[src/hdl/he_pkg.sv]
// Package: shared types, constants and control structs of the histogram entropy block.
`default_nettype none
package he_pkg;

  localparam int unsigned COUNT_BITS  = 16;
  localparam int unsigned NUM_BUCKETS = 243;
  localparam int unsigned FRAC_BITS   = 16;
  localparam int unsigned LOG_STEPS   = FRAC_BITS;
  localparam int unsigned QUO_BITS    = 21;
  localparam int unsigned DIV_STEPS   = QUO_BITS;
  localparam int unsigned TOTAL_W     = 24;
  localparam int unsigned SUM_W       = 48;
  localparam int unsigned LG_W        = 21;
  localparam int unsigned PROD_W      = 45;
  localparam int unsigned ENT_W       = 19;
  localparam int unsigned CNT_W       = 5;

  localparam logic [15:0] COUNT_MASK = 16'((17'd1 << COUNT_BITS) - 17'd1);

  typedef struct packed {
    logic [15:0] bucket_count;
    logic        last_bucket;
  } in_t;

  typedef struct packed {
    logic [ENT_W-1:0]   entropy_bits;
    logic [TOTAL_W-1:0] total_items;
  } out_t;

  typedef struct packed {
    logic load;        // capture accepted beat, add count to total
    logic log_start;   // seed log unit
    logic log_sel_n;   // seed with total instead of incoming count
    logic log_step;    // one squaring step
    logic mul;         // product into prod_q
    logic mul_sel_n;   // multiply log by total instead of count
    logic acc;         // add product into weighted sum
    logic div_start;   // form numerator minus sum, seed divider
    logic div_step;    // one quotient bit
    logic out_load;    // load result, clear sums
  } cmd_t;

  typedef struct packed {
    logic d_zero;
    logic last;
    logic n_zero;
    logic out_busy;
  } sts_t;

endpackage
`default_nettype wire

[src/hdl/he_dp.sv]
// Datapath: sums, bit-serial log2 unit, shared multiplier, restoring divider, output register.
`default_nettype none
module he_dp (
  input  logic                clk_i,
  input  logic                rst_ni,
  input  he_pkg::cmd_t        cmd_i,
  output he_pkg::sts_t        sts_o,
  input  he_pkg::in_t         in_data_i,
  output logic                out_valid_o,
  input  logic                out_stall_i,
  output he_pkg::out_t        out_data_o
);

  logic [he_pkg::TOTAL_W-1:0] n_q, n_d;
  logic [he_pkg::SUM_W-1:0]   s_q, s_d;
  logic [15:0]                d_q;
  logic                       last_q;
  logic [30:0]                y_q, y_d;
  logic [4:0]                 li_q, li_d;
  logic [he_pkg::FRAC_BITS-1:0] fr_q, fr_d;
  logic [he_pkg::PROD_W-1:0]  prod_q;
  logic [he_pkg::TOTAL_W-1:0] rem_q, rem_d;
  logic [he_pkg::QUO_BITS-1:0] dvd_q, dvd_d;
  logic                       pos_q;
  logic                       out_valid_q;
  he_pkg::out_t               out_q;

  logic [15:0]                d_in;
  logic [he_pkg::TOTAL_W-1:0] lx;
  logic [4:0]                 lz;
  logic [61:0]                sq;
  logic [he_pkg::LG_W-1:0]    lg;
  logic [he_pkg::TOTAL_W-1:0] mul_a;
  logic [he_pkg::TOTAL_W:0]   n_sum;
  logic [he_pkg::SUM_W:0]     s_sum;
  logic [he_pkg::SUM_W-1:0]   diff;
  logic [he_pkg::TOTAL_W:0]   trial;
  logic                       qbit;
  logic [he_pkg::ENT_W-1:0]   ent;

  assign d_in  = in_data_i.bucket_count & he_pkg::COUNT_MASK;
  assign n_sum = {1'b0, n_q} + (he_pkg::TOTAL_W + 1)'(d_in);
  assign lx    = cmd_i.log_sel_n ? n_q : he_pkg::TOTAL_W'(d_in);

  always_comb begin
    lz = '0;
    for (int i = 0; i < he_pkg::TOTAL_W; i++) begin
      if (lx[i]) lz = 5'(i);
    end
  end

  assign sq    = 62'(y_q) * 62'(y_q);
  assign lg    = {li_q, fr_q};
  assign mul_a = cmd_i.mul_sel_n ? n_q : he_pkg::TOTAL_W'(d_q);
  assign s_sum = {1'b0, s_q} + (he_pkg::SUM_W + 1)'(prod_q);
  assign diff  = he_pkg::SUM_W'(prod_q) - s_q;
  assign trial = {rem_q, dvd_q[he_pkg::QUO_BITS-1]};
  assign qbit  = trial >= {1'b0, n_q};

  always_comb begin
    n_d   = n_q;
    s_d   = s_q;
    y_d   = y_q;
    li_d  = li_q;
    fr_d  = fr_q;
    rem_d = rem_q;
    dvd_d = dvd_q;
    if (cmd_i.load) begin
      n_d = n_sum[he_pkg::TOTAL_W] ? '1 : n_sum[he_pkg::TOTAL_W-1:0];
    end
    if (cmd_i.log_start) begin
      y_d  = 31'(31'(lx) << (5'd30 - lz));
      li_d = lz;
      fr_d = '0;
    end
    if (cmd_i.log_step) begin
      y_d  = sq[61] ? sq[61:31] : sq[60:30];
      fr_d = {fr_q[he_pkg::FRAC_BITS-2:0], sq[61]};
    end
    if (cmd_i.acc) begin
      s_d = s_sum[he_pkg::SUM_W] ? '1 : s_sum[he_pkg::SUM_W-1:0];
    end
    if (cmd_i.div_start) begin
      rem_d = diff[he_pkg::PROD_W-1:he_pkg::QUO_BITS];
      dvd_d = diff[he_pkg::QUO_BITS-1:0];
    end
    if (cmd_i.div_step) begin
      rem_d = qbit ? he_pkg::TOTAL_W'(trial - {1'b0, n_q})
                   : trial[he_pkg::TOTAL_W-1:0];
      dvd_d = {dvd_q[he_pkg::QUO_BITS-2:0], qbit};
    end
    if (cmd_i.out_load) begin
      n_d = '0;
      s_d = '0;
    end
  end

  // Quotient stays below 2^21; saturate to Q3.16 range.
  assign ent = (n_q == '0 || !pos_q) ? '0 :
               ((dvd_q[he_pkg::QUO_BITS-1:he_pkg::ENT_W] != '0) ? '1
                : dvd_q[he_pkg::ENT_W-1:0]);

  always_ff @(posedge clk_i or negedge rst_ni) begin
    if (!rst_ni) begin
      n_q         <= '0;
      s_q         <= '0;
      out_valid_q <= 1'b0;
    end else begin
      n_q <= n_d;
      s_q <= s_d;
      if (cmd_i.out_load) begin
        out_valid_q <= 1'b1;
      end else if (!out_stall_i) begin
        out_valid_q <= 1'b0;
      end
    end
  end

  always_ff @(posedge clk_i) begin
    y_q   <= y_d;
    li_q  <= li_d;
    fr_q  <= fr_d;
    rem_q <= rem_d;
    dvd_q <= dvd_d;
    if (cmd_i.load) begin
      d_q    <= d_in;
      last_q <= in_data_i.last_bucket;
    end
    if (cmd_i.mul) begin
      prod_q <= he_pkg::PROD_W'(mul_a) * he_pkg::PROD_W'(lg);
    end
    if (cmd_i.div_start) begin
      pos_q <= he_pkg::SUM_W'(prod_q) > s_q;
    end
    if (cmd_i.out_load) begin
      out_q.entropy_bits <= ent;
      out_q.total_items  <= n_q;
    end
  end

  assign sts_o.d_zero   = (d_in == '0);
  assign sts_o.last     = last_q;
  assign sts_o.n_zero   = (n_q == '0);
  assign sts_o.out_busy = out_valid_q && out_stall_i;
  assign out_valid_o    = out_valid_q;
  assign out_data_o     = out_q;

endmodule
`default_nettype wire

[src/hdl/he_ctrl.sv]
// Controller: sequences accept, log2 steps, multiply, accumulate, divide and result load.
`default_nettype none
module he_ctrl (
  input  logic         clk_i,
  input  logic         rst_ni,
  input  logic         in_valid_i,
  output logic         in_stall_o,
  input  he_pkg::sts_t sts_i,
  output he_pkg::cmd_t cmd_o,
  output logic         idle_o
);

  localparam logic [3:0] S_IDLE = 4'd0;
  localparam logic [3:0] S_LOGD = 4'd1;
  localparam logic [3:0] S_TERM = 4'd2;
  localparam logic [3:0] S_ACC  = 4'd3;
  localparam logic [3:0] S_CHK  = 4'd4;
  localparam logic [3:0] S_LOGN = 4'd5;
  localparam logic [3:0] S_NUM  = 4'd6;
  localparam logic [3:0] S_DIV0 = 4'd7;
  localparam logic [3:0] S_DIV  = 4'd8;
  localparam logic [3:0] S_FIN  = 4'd9;

  logic [3:0]              state_q, state_d;
  logic [he_pkg::CNT_W-1:0] cnt_q, cnt_d;

  always_comb begin
    state_d = state_q;
    cnt_d   = cnt_q;
    cmd_o   = '0;
    case (state_q)
      S_IDLE: begin
        if (in_valid_i) begin
          cmd_o.load      = 1'b1;
          cmd_o.log_start = 1'b1;
          cnt_d           = '0;
          state_d         = sts_i.d_zero ? S_CHK : S_LOGD;
        end
      end
      S_LOGD: begin
        cmd_o.log_step = 1'b1;
        cnt_d          = cnt_q + 1'b1;
        if (cnt_q == he_pkg::CNT_W'(he_pkg::LOG_STEPS - 1)) state_d = S_TERM;
      end
      S_TERM: begin
        cmd_o.mul = 1'b1;
        state_d   = S_ACC;
      end
      S_ACC: begin
        cmd_o.acc = 1'b1;
        state_d   = S_CHK;
      end
      S_CHK: begin
        cnt_d = '0;
        if (!sts_i.last) begin
          state_d = S_IDLE;
        end else begin
          cmd_o.log_start = 1'b1;
          cmd_o.log_sel_n = 1'b1;
          state_d         = sts_i.n_zero ? S_FIN : S_LOGN;
        end
      end
      S_LOGN: begin
        cmd_o.log_step = 1'b1;
        cnt_d          = cnt_q + 1'b1;
        if (cnt_q == he_pkg::CNT_W'(he_pkg::LOG_STEPS - 1)) state_d = S_NUM;
      end
      S_NUM: begin
        cmd_o.mul       = 1'b1;
        cmd_o.mul_sel_n = 1'b1;
        state_d         = S_DIV0;
      end
      S_DIV0: begin
        cmd_o.div_start = 1'b1;
        cnt_d           = '0;
        state_d         = S_DIV;
      end
      S_DIV: begin
        cmd_o.div_step = 1'b1;
        cnt_d          = cnt_q + 1'b1;
        if (cnt_q == he_pkg::CNT_W'(he_pkg::DIV_STEPS - 1)) state_d = S_FIN;
      end
      S_FIN: begin
        if (!sts_i.out_busy) begin
          cmd_o.out_load = 1'b1;
          state_d        = S_IDLE;
        end
      end
      default: state_d = S_IDLE;
    endcase
  end

  always_ff @(posedge clk_i or negedge rst_ni) begin
    if (!rst_ni) begin
      state_q <= S_IDLE;
      cnt_q   <= '0;
    end else begin
      state_q <= state_d;
      cnt_q   <= cnt_d;
    end
  end

  assign in_stall_o = (state_q != S_IDLE);
  assign idle_o     = (state_q == S_IDLE);

endmodule
`default_nettype wire

[src/hdl/histogram_entropy.sv]
// Top level: Shannon entropy of a streamed histogram, unsigned Q3.16 with item total.
// Sequence: a nonzero bucket is accepted, then takes 16 log2 squaring steps, a multiply,
//   an accumulate and a check; a zero bucket goes from accept straight to the check. A
//   final bucket adds 16 log2 steps, one multiply, the restoring divider and a load; the
//   log2 loop yields one bit a cycle. One bucket is in work at a time.
// Reset: asynchronous, active low; clears the sums, the controller and the output valid.
`default_nettype none
module histogram_entropy (
  input  logic         clk_i,
  input  logic         rst_ni,
  input  logic         in_valid_i,
  output logic         in_stall_o,
  input  he_pkg::in_t  in_data_i,
  output logic         out_valid_o,
  input  logic         out_stall_i,
  output he_pkg::out_t out_data_o
);

  he_pkg::cmd_t cmd;
  he_pkg::sts_t sts;
  logic         idle;

  // Controller walks each nonzero bucket through the shared log2 unit and multiplier.
  he_ctrl u_ctrl (
    .clk_i      (clk_i),
    .rst_ni     (rst_ni),
    .in_valid_i (in_valid_i),
    .in_stall_o (in_stall_o),
    .sts_i      (sts),
    .cmd_o      (cmd),
    .idle_o     (idle)
  );

  // Datapath holds the sums and the output register; the output beat waits there
  // while the controller goes on.
  he_dp u_dp (
    .clk_i       (clk_i),
    .rst_ni      (rst_ni),
    .cmd_i       (cmd),
    .sts_o       (sts),
    .in_data_i   (in_data_i),
    .out_valid_o (out_valid_o),
    .out_stall_i (out_stall_i),
    .out_data_o  (out_data_o)
  );

  // Input is only taken while the controller is idle.
  a_accept_idle: assert property (@(posedge clk_i) disable iff (!rst_ni)
    (in_valid_i && !in_stall_o) |-> idle)
    else $error("input beat accepted outside idle");

  // Every accepted beat leaves the controller busy in the cycle after it.
  a_busy_after: assert property (@(posedge clk_i) disable iff (!rst_ni)
    (in_valid_i && !in_stall_o) |=> in_stall_o)
    else $error("controller did not go busy after a beat");

  // A histogram of fewer than two items has zero entropy.
  a_small_zero: assert property (@(posedge clk_i) disable iff (!rst_ni)
    out_valid_o |-> (out_data_o.entropy_bits == '0 || out_data_o.total_items > 24'd1))
    else $error("nonzero entropy for total below two");

endmodule
`default_nettype wire
[config.mk]
export PLATFORM = sky130hd
export DESIGN_NAME = histogram_entropy
export DESIGN_NICKNAME = d
export VERILOG_FILES = /design/src/hdl/he_pkg.sv /design/src/hdl/he_dp.sv /design/src/hdl/he_ctrl.sv /design/src/hdl/histogram_entropy.sv
export SDC_FILE = /design/constraint.sdc
export NUM_CORES = 2
export LEC_CHECK = 0
export BUFFER_PORTS_ARGS = -buffer_cell sky130_fd_sc_hd__buf_4
export CAP_MARGIN = 30
export CORE_UTILIZATION = 41
export CTS_CLUSTER_DIAMETER = 40
export DETAILED_ROUTE_END_ITERATION = 10
export PLACE_DENSITY_LB_ADDON = 0.15
export SETUP_SLACK_MARGIN = 0.1
export SLEW_MARGIN = 40
export SYNTH_ARGS = -nofsm -noshare
export SYNTH_HDL_FRONTEND = slang
export SYNTH_HIERARCHICAL = 1
export SYNTH_SLANG_ARGS = --single-unit
[constraint.sdc]
create_clock -name clk_i -period 9.7 [get_ports clk_i]
set_clock_uncertainty 0.05 [all_clocks]
set_input_delay 1.455 -clock clk_i [delete_from_list [all_inputs] [get_ports clk_i]]
set_output_delay 1.455 -clock clk_i [all_outputs]
set_load 0.05 [all_outputs]
==> out/qor.yml <==
synth_cells: 6805
finalCoreUtilization: 0.449
cp-end-kind: "flop"
synth_top_area_share: 0.371
status: "completed"
initial_utilization: 0.414
syn_area_mm2: 0.0629
vias: 46700
insertion_delay_ps: 660
crit_top_cell: "fa_1"
fin_cells: 8858
slew_headroom: 0.389
crit_type: "flop to flop"
design_area_mm2: 0.0682
grt_usage: 0.244
setup_viol: 0
grt_pass1_vias: 50000
fill_cells: 14800
ioPinCount: 66
clock-root-buffer: "clkbuf_16"
antenna_found_initial: 7
path_clk_slew_ps: 50
cts_inserted_buffers: 59
drc: 0
rsz0062_at_grt: "no"
dieArea_mm2: 0.155
fp.dieW_um: 394
required_ps: 10090
nets: 8522
critPathTopFamily: "adder cells"
portBuffers: 65
core-area_mm2: 0.152
syn_nets: 8551
ys_ff_latch: 285
ys_seq_area_frac: 0.129
synth_most_common_cell: "inv_1"
cap_violations: 0
min_path_type: "flop to flop"
cts.sinks: 285
die_height_um: 394
cts_tree: "built"
drtIter0Drc: 3244
synthTopCellsByCount: "1,499 x inv_1, 1,166 x fa_1, 737 x nand2_1"
ant_nets: 0
yosys-top-cells-area: "fa_1 37%, ha_1 11%, edfxtp_1 9.7%"
hpwl_um: 152000
drive_above_1_share: 0.0664
vias_per_cell: 5.27
fin_crit_sh: 0.946
syn2layout_area_growth_pct: 8.43
drt-total-wl_um: 185000
wl_per_cell_um: 20.9
period_needed_ps: 9180
max_freq_mhz: 109
hold_violations: 0
tns_ps: 0
drt-pass1-iter-count: 6
grt_pass1_wl_um: 296000
yosys_most_used_dff: "edfxtp_1"
critPathLaunchType: "flop"
post_dp_cell_area_mm2: 0.0660
rows: 143
ys_types: 105
grt_max_degree: 62
placed_cells: 8739
synthArstFlopShare: 0.288
gp_congestion: 0.917
grt-ovfl-total: 0
slowest_delay_ps: 700
cp.arrival_ps: 9570
crit_fanout: 14
htree_levels: 2
avgSynthCellArea_um2: 9.25
clockBufferDepth: 3
critPathBufInv: 7
slew_viol_final: 0
cpMaxStageDelayCell: "edfxtp_1"
synth_top_area_cell: "fa_1"
worst_pin_slew_ps: 917
ys_warn_count: 6
synth-edff-count: 203
area by class of cell:
cell class | instances | area, µm² | share of cell area
Antenna cell | 1 | 2.50 | 0.0000367
Clock inverter | 52 | 622 | 0.00911
Inverter | 1505 | 5650 | 0.0828
Timing Repair Buffer | 224 | 1840 | 0.0270
Sequential cell | 285 | 8150 | 0.119
Tap cell | 2030 | 2540 | 0.0372
Clock buffer | 60 | 1490 | 0.0218
Multi-Input combinational cell | 4701 | 47900 | 0.703
routing by layer:
layer | vias to the layer above | share of wire | wire [µm] | track usage
li1 | 21300 | - | - | -
met1 | 24000 | 0.44 | 82400 | 0.340
met2 | 1198 | 0.49 | 90700 | 0.415
met3 | 196 | 0.046 | 8520 | 0.0212
met4 | 4 | 0.019 | 3540 | 0.0489
met5 | - | 0.00011 | 21 | 0
layout by cell type, fill, tap and decap left out, drive strengths merged, types with 27 or more instances in the layout:
cell type and n:
dfrtp 82, edfxtp 203, o211ai 28, nand3 43, clkbuf 60, nor4 27
a211oi 80, a21o 71, o21ai 165, mux2 44, nor2b 38, nor2 291
and2 338, nand2b 32, inv 1524, mux2i 71, nor3 57, fa 1166
ha 559, o21a 50, xor2 59, and3 97, buf 224, xnor2 143
nand2 737, a21oi 234, o21bai 38
state kept, by name, indices dropped and copies added, names as in the netlist:
register / count
u_ctrl/cnt_q: 5
u_ctrl/state_q: 4
u_dp/d_q: 16
u_dp/dvd_q: 21
u_dp/fr_q: 16
u_dp/last_q: 1
u_dp/li_q: 5
u_dp/n_q: 24
u_dp/out_data_o: 43
u_dp/out_valid_o: 1
u_dp/pos_q: 1
u_dp/prod_q: 45
u_dp/rem_q: 24
u_dp/s_q: 48
u_dp/y_q: 31
cell families after synthesis:
logic type                 share of synthesized area
DFF                                            0.129
muxes                                         0.0199
AOI/OAI and AO/OA                             0.0961
buffers and inverters                          0.110
adders and majority gates                      0.482
xor gates and xnor gates                      0.0287
and+or+nand+nor                                0.134
worst register-to-register path: cells and delay by family (launching register included):
family / cells / cell delay (ps)
fa+ha+maj: 9 / 4170
compound gates: 6 / 1560
flops: 1 / 700
buf+inv: 7 / 870
simple gates: 6 / 1590
path summary, 6_finish.rpt:
check	start	to	slack (ps)	cells past startpoint
worst max-delay path	u_dp/y_q[17]	u_dp/y_q[18]	520	28
worst min-delay path	u_ctrl/cnt_q[3]	u_ctrl/cnt_q[3]	490	1
worst max register to register	u_dp/y_q[17]	u_dp/y_q[18]	520	28
worst min register to register	u_ctrl/cnt_q[3]	u_ctrl/cnt_q[3]	490	1
max in group asynchronous	rst_ni	u_dp/n_q[3]	7910	2
min in group asynchronous	rst_ni	u_dp/s_q[47]	650	1
metrics by stage:
stage | hold slack [ps] | setup slack [ps]
floorplan | 373 | 1160
global placement | 453 | 658
detailed placement | 465 | 526
CTS | 473 | 456
global route | 512 | 105
finish | 487 | 520
timing repair:
| action | in CTS | in global routing |
|---|---|---|
| hold buffers | 0 | 0 |
| setup endpoints to repair | 0 | 5 |
| setup buffers | 0 | 5 |
| gates resized for setup | 0 | 0 |
Power is left out: the tool's default activity adds up to more than one toggle a clock period on the data nets, which glitch-free logic cannot reach.
